===== config.mk =====
export PLATFORM = sky130hd
export DESIGN_NAME = soau_ctrl
export DESIGN_NICKNAME = d
export VERILOG_FILES = /design/src/soau_pkg.sv /design/src/soau_ctrl.sv
export SDC_FILE = /design/constraint.sdc
export NUM_CORES = 1
export LEC_CHECK = 0
export BUFFER_PORTS_ARGS = -buffer_cell sky130_fd_sc_hd__buf_4
export CAP_MARGIN = 20
export CORE_AREA = 2 2 39 41
export CTS_CLUSTER_SIZE = 16
export DETAILED_ROUTE_END_ITERATION = 16
export DIE_AREA = 0 0 41 43
export PLACE_DENSITY = 0.79
export SLEW_MARGIN = 0
export SYNTH_ARGS = -nofsm -noshare
export SYNTH_HDL_FRONTEND = slang
export SYNTH_SLANG_ARGS = --single-unit

===== constraint.sdc =====
create_clock -name clk -period 4.4 [get_ports clk]
set_input_delay 0.22 -clock clk [delete_from_list [all_inputs] [get_ports clk]]
set_output_delay 0.22 -clock clk [all_outputs]
set_load 0.05 [all_outputs]

===== src/soau_pkg.sv =====
`timescale 1ns / 1ps

package soau_pkg;

    localparam int SEGMENT_COUNT  = 8;
    localparam int REGISTER_COUNT = 32;
    localparam int MEMORY_BYTES   = 65536;

    localparam int RF_IDX_W = $clog2(REGISTER_COUNT);

    localparam logic [RF_IDX_W-1:0] LAR_INDEX = RF_IDX_W'(0);
    localparam logic [RF_IDX_W-1:0] MAR_INDEX = RF_IDX_W'(1);
    localparam logic [RF_IDX_W-1:0] MBR_INDEX = RF_IDX_W'(2);

    localparam int CFG_INDEX_W = 8;

    // operand type codes, descriptor bits 31:24
    localparam logic [7:0] OPT_REGISTER  = 8'h01;
    localparam logic [7:0] OPT_IMMEDIATE = 8'h02;
    localparam logic [7:0] OPT_MEMORY    = 8'h03;

    localparam logic [15:0] INVALID_BASE = 16'hFFFF;
    localparam logic [15:0] WORD_BYTES   = 16'd4;
    localparam logic [31:0] SEGMENT_RESET = 32'hFFFF_0000;

    localparam logic [1:0] FAULT_NONE    = 2'd0;
    localparam logic [1:0] FAULT_INVALID = 2'd1;
    localparam logic [1:0] FAULT_LIMIT   = 2'd2;

    typedef struct packed {
        logic               mode;
        logic [31:0]        operand_descriptor;
        logic signed [31:0] write_value;
    } req_t;

    typedef struct packed {
        logic signed [31:0] value;
        logic [1:0]         fault;
        logic [15:0]        physical_address;
    } rsp_t;

    typedef enum logic [3:0] {
        ST_IDLE,
        ST_OPERAND,
        ST_XLATE,
        ST_MODQ,
        ST_MODR,
        ST_MEM,
        ST_RDONE,
        ST_FINISH
    } state_t;

    typedef enum logic [1:0] {
        RF_SEL_OPERAND,
        RF_SEL_LAR,
        RF_SEL_MAR,
        RF_SEL_MBR
    } rf_sel_t;

    typedef struct packed {
        logic    latch_in;
        logic    load_opnd;
        logic    load_xlate;
        logic    load_q;
        logic    load_addr;
        logic    rf_we;
        rf_sel_t rf_sel;
        logic    mem_we;
        logic    mem_re;
        logic    addr_inc;
        logic    cap_en;
        logic [1:0] byte_sel;
        logic [1:0] cap_sel;
        logic    load_out;
    } cmd_t;

    typedef struct packed {
        logic mode;
        logic is_reg;
        logic is_mem;
        logic faulted;
        logic out_busy;
    } status_t;

endpackage


===== src/soau_ctrl.sv =====
`timescale 1ns / 1ps

module soau_ctrl (
    input  logic              clk,
    input  logic              rst_n,
    input  logic              req_valid,
    output logic              req_stall,
    input  soau_pkg::status_t status,
    output soau_pkg::cmd_t    cmd
);

    soau_pkg::state_t state_reg, state_next;
    logic [2:0]       cnt_reg, cnt_next;

    always_ff @(posedge clk or negedge rst_n)
    begin
        if (!rst_n)
        begin
            state_reg <= soau_pkg::ST_IDLE;
            cnt_reg   <= 3'd0;
        end
        else
        begin
            state_reg <= state_next;
            cnt_reg   <= cnt_next;
        end
    end

    always_comb
    begin
        state_next   = state_reg;
        cnt_next     = cnt_reg;
        cmd          = '0;
        cmd.rf_sel   = soau_pkg::RF_SEL_OPERAND;
        cmd.byte_sel = cnt_reg[1:0];
        cmd.cap_sel  = 2'(cnt_reg - 3'd1);
        req_stall    = 1'b1;

        case (state_reg)
            soau_pkg::ST_IDLE:
            begin
                req_stall = 1'b0;
                if (req_valid)
                begin
                    cmd.latch_in = 1'b1;
                    state_next   = soau_pkg::ST_OPERAND;
                end
            end
            soau_pkg::ST_OPERAND:
            begin
                cmd.load_opnd = 1'b1;
                if (status.is_mem)
                begin
                    state_next = soau_pkg::ST_XLATE;
                end
                else
                begin
                    // register write lands here; other types need nothing more
                    cmd.rf_we  = status.is_reg && status.mode;
                    cmd.rf_sel = soau_pkg::RF_SEL_OPERAND;
                    state_next = soau_pkg::ST_FINISH;
                end
            end
            soau_pkg::ST_XLATE:
            begin
                cmd.load_xlate = 1'b1;
                state_next     = soau_pkg::ST_MODQ;
            end
            soau_pkg::ST_MODQ:
            begin
                if (status.faulted)
                begin
                    state_next = soau_pkg::ST_FINISH;
                end
                else
                begin
                    cmd.load_q = 1'b1;
                    cmd.rf_we  = 1'b1;
                    cmd.rf_sel = soau_pkg::RF_SEL_LAR;
                    state_next = soau_pkg::ST_MODR;
                end
            end
            soau_pkg::ST_MODR:
            begin
                cmd.load_addr = 1'b1;
                cmd.rf_we     = 1'b1;
                cmd.rf_sel    = soau_pkg::RF_SEL_MAR;
                cnt_next      = 3'd0;
                state_next    = soau_pkg::ST_MEM;
            end
            soau_pkg::ST_MEM:
            begin
                if (status.mode)
                begin
                    cmd.mem_we   = 1'b1;
                    cmd.addr_inc = 1'b1;
                    cmd.rf_we    = (cnt_reg == 3'd0);
                    cmd.rf_sel   = soau_pkg::RF_SEL_MBR;
                    cnt_next     = cnt_reg + 3'd1;
                    if (cnt_reg == 3'd3)
                    begin
                        state_next = soau_pkg::ST_FINISH;
                    end
                end
                else
                begin
                    // read data is registered and returns in the cycle after the address
                    cmd.mem_re   = (cnt_reg != 3'd4);
                    cmd.addr_inc = (cnt_reg != 3'd4);
                    cmd.cap_en   = (cnt_reg != 3'd0);
                    cnt_next     = cnt_reg + 3'd1;
                    if (cnt_reg == 3'd4)
                    begin
                        state_next = soau_pkg::ST_RDONE;
                    end
                end
            end
            soau_pkg::ST_RDONE:
            begin
                cmd.rf_we  = 1'b1;
                cmd.rf_sel = soau_pkg::RF_SEL_MBR;
                state_next = soau_pkg::ST_FINISH;
            end
            soau_pkg::ST_FINISH:
            begin
                // hold until the output register is free
                if (!status.out_busy)
                begin
                    cmd.load_out = 1'b1;
                    state_next   = soau_pkg::ST_IDLE;
                end
            end
            default:
            begin
                state_next = soau_pkg::ST_IDLE;
            end
        endcase
    end

endmodule


**Word level (Yosys, flattened, before mapping)**

Cells that the tools add are included.

- Eq/ne operators: 14
- Mux-type cells: 27
- Reductions and logical operators: 6
- Add/sub/neg operators: 2

Operators with widths:

| kind | number |
|---|---|
| $pmux 4 s8 | 1 |
| $mux 4 | 7 |
| $eq 4x3->1 const B | 4 |
| $pmux 3 s5 | 1 |
| $mux 1 | 13 |
| $mux 3 | 3 |
| $ne 3x3->1 const B | 3 |
| $eq 4x2->1 const B | 2 |
| $pmux 3 s2 | 1 |
| $eq 4x1->1 const B | 1 |
| $logic_not 4->1 | 1 |
| $ne 2x2->1 const B | 2 |
| $reduce_and 4->1 | 1 |
| $add 3x1->3 const B | 1 |
| $eq 3x2->1 const B | 1 |
| $eq 3x3->1 const B | 1 |
| $logic_not 3->1 | 1 |
| $reduce_bool 3->1 | 1 |
| $mux 2 | 1 |
| $reduce_bool 2->1 | 1 |
| $sub 2x1->2 const B | 1 |
| $logic_and 1x1->1 | 1 |

- Register bits: 7
- Logic and storage cells: 51

**Depth between registers and ports, before layout**

Gate-level depths: netlist of the first run.

- Depth in word-level cells: 4
- Mapped depth: 5
- Depth with buffers taken out: 5

**Worst setup path after synthesis of the first run**

OpenSTA, ideal clock, no wires.

- Kind: flip-flop to output port
- Start: reg cnt_reg[0]
- End: out cmd[5] in the netlist's numbering
- Arrival time: 2.097 ns
- Path slack: 2.083 ns
- Buffers on the path: 0
- Cell stages (with the launch flop): 5
- Data required time: 4.180 ns
- Cells stage by stage: dfrtp_1 inv_1 ha_1 nor2b_1 nor3_1

RTL lines:

| item | RTL line | RTL |
|---|---|---|
| start: declaration | soau_ctrl.sv:13 | `logic [2:0] cnt_reg, cnt_next;` |
| start signal: assignment | soau_ctrl.sv:25 | `cnt_reg <= cnt_next;` |
| end: declaration | soau_ctrl.sv:9 | `output soau_pkg::cmd_t cmd` |

==> summary.md, run 1 <==
| Metric | Value |
|---|---|
| Total GRT Usage | 16.1% |
| Crit path kind | reg2out |
| Fillcell total | 125 |
| # H-tree levels | 1 |
| Post-synthesis sequential area ratio | 25.4% |
| Total Negative Setup Slacks | 0 ps |
| Crit path time final | 1920 ps |
| Crit-path slowest cell | dfrtp_1 |
| Clock root buffer | clkbuf_4 |
| Crit path buffers/inverters | 1 |
| Critical Path AT | 1700 ps |
| Syn_nets | 83 |
| Clk sinks | 6 |
| Number of cell rows | 14 |
| Outcome | complete, no violations |
| Worst-path clk slew | 40 ps |
| Largest net degree at the start of global routing | 19 |
| Die X | 41 um |
| WL final | 1290 um |
| Worst slew pin tran | 525 ps |
| CP Launch Type | flip-flop |
| DP Wirelength | 988 um |
| Fin crit share | 43.7% |
| Primary FF master, synth | dfrtp_1 |
| Clk_lat worst skew | 240 ps |
| Area Overhead vs Synth | 34.1% |
| Required @ worst endpoint | 4180 ps |
| Largest stage delay, worst path | 630 ps |
| Worst path top cell family by delay | flip-flops |
| Global route total overflow | 0 |
| Hold Vio Cnt, Final | 0 |
| Synth Register Bits | 6 |
| Cts repair resizes | 0 |
| Skew final | 5.07 ps |
| Setup Buffers After CTS | 0 |
| Final setup fails | 0 |
| Top-count cell post-synth | nand2_1 |
| Initial Utilization | 42.7% |
| Layout cells sized above 1 | 34.4% |
| DR pass1 iterations | 3 |
| N_diodes | 0 |
| Final core utilization | 57.2% |
| Maxcap violations | 0 |
| FFs w/ async S/R, synth | 100% |
| Dominant cells by area after synthesis | dfrtp_1 25%, ha_1 6.4%, nand2_1 5.1% |
| Routed WL per cell | 11.5 um |
| Nets | 109 |
| Clock Path Buffers | 2 |
| CP endpoint kind | output port |
| Worst-path cell chain | nand3b_4, nor2_1, a221o_1, buf_4 |
| Die area | 1760 um2 |
| Post-route ant nets | 0 |
| Core area | 1380 um2 |
| Worst min path class | in2reg |
| Die H | 43 um |
| Fmax | 520 MHz |
| Global-route wire length before repair | 1910 um |
| Synth unique cells | 33 |
| IO Count | 26 |
| Register area | 150 um2 |
| # DRC | 0 |
| Post-Syn Area | 591 um2 |
| Vias/cell | 5.11 |
| CP Max Fanout | 18 |
| Initial antenna violation count | 0 |
| Area leader, netlist | dfrtp_1 |
| Initial DRC count | 3 |
| YS warnings | 0 |
| Mapped Avg Cell Area | 8.20 um2 |
| Post-synth EDFFs | 0 |
| Multi-input gate area | 375 um2 |
| RSZ-0062 raised after global routing | false |
| Final Max Tran Viols | 0 |
| CTS Buf Count | 3 |
| Post-synth top area share | 25.4% |
| Synth Instances | 72 |
| CTS Hold Bufs | 1 |
| Placer Congestion | 0.688 |
| Relative slew margins | 65.0% |
| PortBufs | 25 |
| Synth top cells by count | 8 x nand2_1, 7 x inv_1, 6 x dfrtp_1 |
| Vias in the first global route | 462 |
| CTS tree | done |
| DR vias | 572 |
-- worst register-to-register path: cells and delay by family (launching register included) --
kind / cells / cell delay (ps)
DFF: 1 / 410
and+or+nand+nor: 1 / 360
AOI/OAI and AO/OA: 2 / 260
adders and majority gates: 2 / 390
-- cell families after synthesis --
family                     synth area share (%)
buffers and inverters                      11.0
adders and majority gates                  6.36
AOI/OAI and AO/OA                          18.6
and+or+nand+nor                            38.6
DFF                                        25.4
-- cell usage in the layout, fill, tap and decap left out, types with 3 or more instances in the layout --
| master | netlist | layout |
|---|---|---|
| o21ai_0 | 4 | 4 |
| buf_4 | 3 | 25 |
| clkbuf_4 | 0 | 3 |
| nor2_1 | 4 | 4 |
| a21oi_1 | 3 | 3 |
| dfrtp_1 | 6 | 6 |
| nand2b_1 | 4 | 4 |
| nand2_1 | 8 | 8 |
| inv_1 | 7 | 7 |
| ha_1 | 3 | 3 |
-- metrics by stage --
| step | cell area (um2) | instances | setup WS [ps] | hold WS, ps |
|---|---|---|---|---|
| 4_1_cts | 792 | 112 | 2480 | 258 |
| 3_5_place_dp | 759 | 108 | 2740 | 27.7 |
| 3_3_place_gp | 759 | 108 | 2790 | 26.6 |
| 2_1_floorplan | 591 | 72 | 2080 | -75.6 |
| 6_report | 792 | 112 | 2480 | 260 |
| 5_1_grt | 792 | 112 | 2370 | 269 |
-- layer usage --
layer  vias up  global-route usage [%]  wire, um
met5         -                       0         0
li1        297                       -         -
met1       261                    19.9       567
met2        12                    24.4       652
met3         2                    3.14        58
met4         0                    10.0         6
-- layout make-up --
type / count / area share, %
Multi-Input combinational cell: 54 / 47.4
Timing Repair Buffer: 26 / 25.0
Sequential cell: 6 / 19.0
Inverter: 7 / 3.32
Clock buffer: 3 / 2.84
Tap cell: 16 / 2.53
-- worst paths after layout --
kind	slack [ps]	cells past startpoint	from	end
setup / recovery	2480	4	state_reg[1]	cmd[11]
hold / removal	260	3	status[0]	state_reg[2]
setup reg to reg	2910	5	cnt_reg[0]	state_reg[0]
hold reg to reg	540	2	cnt_reg[1]	cnt_reg[1]
max in group asynchronous	3950	2	rst_n	state_reg[2]
min in group asynchronous	340	2	rst_n	cnt_reg[0]
Power of run 1 is not shown: default switching activity piles up to over one toggle a cycle in this logic, so the estimate is an artifact.
==> inputs of run 2 (changes only) <==
Settings changed: CORE_AREA 2 2 39 41 to not set, CORE_MARGIN set to 2, CORE_UTILIZATION set to 45, DIE_AREA 0 0 41 43 to not set, PLACE_DENSITY 0.79 to 0.8.
Clock period 4.4 ns to 1.9 ns, I/O delays scaled along.
==> run 2 against run 1 <==
Compared with the run above:
- via count decreased by 0.35%
- final cell count unchanged
- design area increased by 2.7%
- die area decreased by 8.2%
- sequential share of layout area decreased by 0.50 points
- critical path depth increased by 1
- register-to-register slack got worse by 2500 ps
- clock-buffer cell count unchanged
- setup slack got worse by 2300 ps
- highest routed layer is now met3
==> summary.md, run 2 (synthesized netlist as in run 1, its figures left out) <==
| Metric | Value |
|---|---|
| Global route total overflow | 0 (unchanged) |
| Relative slew margins | 65.0% (about the same) |
| DP Wirelength | 1110 um (+12%) |
| Commonest non-fill, non-tap cells in the layout | 26 x buf_4, 8 x nand2_1, 7 x inv_1 |
| Setup Buffers After CTS | 0 (unchanged) |
| Clk sinks | 6 (unchanged) |
| Crit path kind | reg2out |
| Final non-filler cell total | 112 (unchanged) |
| Final core utilization | 64.1% (+6.9 points) |
| Crit path time final | 1740 ps |
| CP Max Fanout | 4 (-14) |
| Hold Vio Cnt, Final | 0 (unchanged) |
| Initial DRC count | 7 (+4) |
| Die X | 40.2 um (-1.9%) |
| Worst path top cell family by delay | flip-flops |
| Cells after DPL | 108 (unchanged) |
| Layout cells sized above 1 | 37.1% (+2.7 points) |
| Global-route wire length before repair | 2010 um (+5.0%) |
| Total Negative Setup Slacks | 0 ps (unchanged) |
| Die area | 1620 um2 (-8.2%) |
| Worst min path class | in2reg |
| WL met2 | 722 um (+11%) |
| Fin crit share | 91.3% |
| Crit-path slowest cell | dfrtp_1 |
| # H-tree levels | 1 (unchanged) |
| CP Launch Type | flip-flop |
| DR pass1 iterations | 2 (-1) |
| Required @ worst endpoint | 1800 ps (-2380 ps) |
| Placer Congestion | 0.776 (+13%) |
| Initial antenna violation count | 0 (unchanged) |
| Cts repair resizes | 0 (unchanged) |
| Dpl cell area | 781 um2 (+2.8%) |
| Final setup fails | 0 (unchanged) |
| Post-route design area | 813 um2 (+2.7%) |
| Post-route ant nets | 0 (unchanged) |
| Core area | 1270 um2 (-8.3%) |
| Clock root buffer | clkbuf_4 |
| Area Overhead vs Synth | 37.7% |
| N_diodes | 0 (unchanged) |
| Number of cell rows | 13 (-1) |
| Crit path buffers/inverters | 2 (+1) |
| RSZ-0062 raised after global routing | false |
| Initial Utilization | 46.5% (+3.9 points) |
| WL final | 1360 um (+5.8%) |
| Commonest non-fill, non-tap cell in the layout | buf_4 |
| Clk_lat worst skew | 240 ps (about the same) |
| Vias in the first global route | 501 (+8.4%) |
| # DRC | 0 (unchanged) |
| Nets | 110 (+0.92%) |
| Routed WL per cell | 12.1 um (+5.8%) |
| Total GRT Usage | 19.0% (+2.9 points) |
| Max layer used | met3 |
| Worst-path clk slew | 40 ps (about the same) |
| Outcome | complete, no violations |
| IO Count | 26 (unchanged) |
| Fmax | 576 MHz |
| CTS Buf Count | 3 (unchanged) |
| Maxcap violations | 0 (unchanged) |
| Met3 routed WL | 55 um (-5.2%) |
| CTS Hold Bufs | 1 (unchanged) |
| Die H | 40.2 um (-6.5%) |
| Largest stage delay, worst path | 380 ps (-250 ps) |
| Critical Path AT | 1640 ps (-60 ps) |
| Worst-path cell chain | inv_1, ha_1, nor2b_1, a221o_1, buf_4 |
| M1 wire length | 581 um (+2.5%) |
| CTS tree | done |
| Skew final | 2.19 ps (-2.88 ps) |
| CP endpoint kind | output port |
| Vias/cell | 5.09 (-0.35%) |
| DR vias | 570 (-0.35%) |
| Final Max Tran Viols | 0 (unchanged) |
| Worst slew pin tran | 525 ps (+0.435 ps) |
| Clock Path Buffers | 2 (unchanged) |
| PortBufs | 25 (unchanged) |
| Largest net degree at the start of global routing | 18 (-1) |
==> run 2: cell types whose count changed in the layout (fill, tap and decap cells not counted) <==
cell / change
a211oi_2: -1
a211oi_4: +1
buf_4: +1
nor2_1: -1
nor2_2: +1
nor3_1: -1
nor3_2: +1
==> run 2: layout make-up <==
type,instances,area (um2)
clock buffers,3,22.5
flip-flops and latches,6,150
multi-input cells,54,390
fillers,112,455
well taps,15,18.8
repair buffers,27,205
inverters,7,26.3
==> run 2: per-stage QoR <==
stage / hold slack [ps] / setup slack, ps
after global placement: -96.5 / 428
after floorplan: -201 / 16.0
final: 135 / 165
after global routing: 165 / 55.6
after CTS: 134 / 148
after detailed placement: -96.6 / 413
==> run 2: final timing paths <==
kind / to / cells after the start / slack (ps) / startpoint
min: state_reg[2] / 3 / 140 / status[0]
min reg2reg: cnt_reg[1] / 2 / 540 / cnt_reg[1]
max: cmd[11] / 5 / 160 / cnt_reg[0]
min in group asynchronous: cnt_reg[1] / 2 / 200 / rst_n
max reg2reg: state_reg[0] / 4 / 400 / state_reg[1]
max in group asynchronous: state_reg[2] / 2 / 1590 / rst_n
==> run 2: worst min-delay path, cell delays in order <==
cell and delay (ps):
buf_4 100, nor3b_2 40, nor2_1 100
==> run 2: per-layer routing <==
metal	global-route usage, %	vias to the layer above
met2	34.3	13
met5	0	-
met4	10.0	0
li1	-	297
met1	21.6	260
met3	2.22	0
Power of run 2 is left out for the same reason.
==> inputs of run 3 (changes only) <==
Settings changed: CORE_MARGIN 2 to not set.
==> run 3 against run 2 <==
Compared with the run above:
- maximum frequency rose by 0.14%
- sequential share of layout area about the same
- routed wire length down 7.1%
- design area is 0.15% lower
- global-route usage grew 2.5 points
- final cell count is 0.89% lower
==> summary.md, run 3 (synthesized netlist as in run 1, its figures left out) <==
| Metric | Value |
|---|---|
| Placer Congestion | 0.803 (+3.5%) |
| Initial antenna violation count | 0 (unchanged) |
| Die area | 1460 um2 (-9.7%) |
| Worst min path class | in2reg |
| Skew final | 1.98 ps (-0.204 ps) |
| CP Launch Type | flip-flop |
| Final Max Tran Viols | 0 (unchanged) |
| Crit path kind | reg2out |
| Multi-input gate area | 390 um2 (unchanged) |
| Final non-filler cell total | 111 (-0.89%) |
| Initial Utilization | 51.1% (+4.5 points) |
| Clk sinks | 6 (unchanged) |
| End of the critical path | cmd[11] |
| Number of cell rows | 12 (-1) |
| Clk_lat worst skew | 240 ps (about the same) |
| Clock root buffer | clkbuf_4 |
| Worst path top cell family by delay | flip-flops |
| Crit path time final | 1730 ps (-2.38 ps) |
| DR pass1 iterations | 4 (+2) |
| Total GRT Usage | 21.5% (+2.5 points) |
| Fillcell total | 88 (-21%) |
| CP Max Fanout | 17 (+13) |
| Required @ worst endpoint | 1800 ps (about the same) |
| PortBufs | 25 (unchanged) |
| Worst path depth | 4 (-1) |
| Vias/cell | 5.22 (+2.5%) |
| Fmax | 577 MHz (+0.14%) |
| Worst slew pin tran | 538 ps (+12.5 ps) |
| Layout cells sized above 1 | 37.1% (unchanged) |
| Global route total overflow | 0 (unchanged) |
| Nets | 110 (unchanged) |
| # DRC | 0 (unchanged) |
| Fin crit share | 91.2% (-0.13 points) |
| Largest stage delay, worst path | 670 ps (+290 ps) |
| Hold Vio Cnt, Final | 0 (unchanged) |
| Worst reg-to-reg path cell count | 5 (+1) |
| Total Negative Setup Slacks | 0 ps (unchanged) |
| Clock Path Buffers | 2 (unchanged) |
| Global-route wire length before repair | 2150 um (+7.2%) |
| Final core utilization | 70.2% (+6.1 points) |
| Worst-path cell chain | nand2b_1, a21oi_1, a221o_1, buf_4 |
| Die X | 38.2 um (-5.0%) |
| DP Wirelength | 976 um (-12%) |
| Die H | 38.2 um (-5.0%) |
| Critical Path AT | 1640 ps (about the same) |
| Register-to-register setup slack | 430 ps (+30 ps) |
| Maxcap violations | 0 (unchanged) |
| Outcome | complete, no violations |
| Initial DRC count | 14 (+7) |
| CP Launch Point | state_reg[2] |
| CTS Buf Count | 3 (unchanged) |
| Commonest non-fill, non-tap cell in the layout | buf_4 |
| RR Endpoint | state_reg[0] |
| Area Overhead vs Synth | 37.5% |
| CTS tree | done |
| N_diodes | 0 (unchanged) |
| Relative slew margins | 64.1% (-0.83 points) |
| Cells after DPL | 107 (-0.93%) |
| Commonest non-fill, non-tap cells in the layout | 26 x buf_4, 8 x nand2_1, 7 x inv_1 |
| Reg-to-reg startpoint | cnt_reg[0] |
| Cts repair resizes | 0 (unchanged) |
| Largest net degree at the start of global routing | 18 (unchanged) |
| Core area | 1160 um2 (-8.9%) |
| CP endpoint kind | output port |
| Post-route ant nets | 0 (unchanged) |
| IO Count | 26 (unchanged) |
| # H-tree levels | 1 (unchanged) |
| Worst-path clk slew | 40 ps (about the same) |
| Vias in the first global route | 524 (+4.6%) |
| DR vias | 579 (+1.6%) |
| Final setup fails | 0 (unchanged) |
| WL final | 1260 um (-7.1%) |
| RSZ-0062 raised after global routing | false |
| Routed WL per cell | 11.4 um (-6.3%) |
| Crit path buffers/inverters | 1 (-1) |
| Crit-path slowest cell | dfrtp_1 |
| Register area | 150 um2 (unchanged) |
[run 3: cell counts in the layout (fill, tap and decap cells not counted)]
No cell type changed its count.
[run 3: how the worst min path moves through the flow]
stage	startpoint	end	slack (ps)	depth (start not counted)
floorplan	rst_n	cnt_reg[0]	-200	0
global placement	rst_n	cnt_reg[1]	-100	1
detailed placement	rst_n	cnt_reg[1]	-100	1
CTS	status[0]	state_reg[2]	140	3
global route	status[0]	state_reg[2]	150	3
finish	status[0]	state_reg[2]	140	3
[run 3: final cells by class]
type,count,area share (%)
Clock buffer,3,2.77
Inverter,7,3.24
Multi-Input combinational cell,54,48.1
Sequential cell,6,18.5
Tap cell,14,2.16
Timing Repair Buffer,27,25.3
[run 3: through the flow]
step,hold slack (ps),setup slack (ps),instance area [um2]
finish,137,167,812
global route,152,55.0,812
CTS,136,176,812
detailed placement,-97.5,437,779
global placement,-97.5,434,779
floorplan,-201,16.0,606
[run 3: what timing repair did]
action | CTS | global route
setup buffers | 0 | 0
hold endpoints to repair | 6 | 0
hold buffers | 1 | 0
[run 3: worst min-delay path, stage by stage]
cell     delay (ps)
buf_4           100
nor3b_2          40
nor2_1           90
[run 3: metal layers]
layer,GRT usage [%],part of all wire (%),vias up
met3,3.49,5.5,0
met5,0,0,-
met2,36.0,48,21
li1,-,-,297
met1,26.3,46,261
met4,10.7,0,0
Power of run 3 is left out for the same reason.
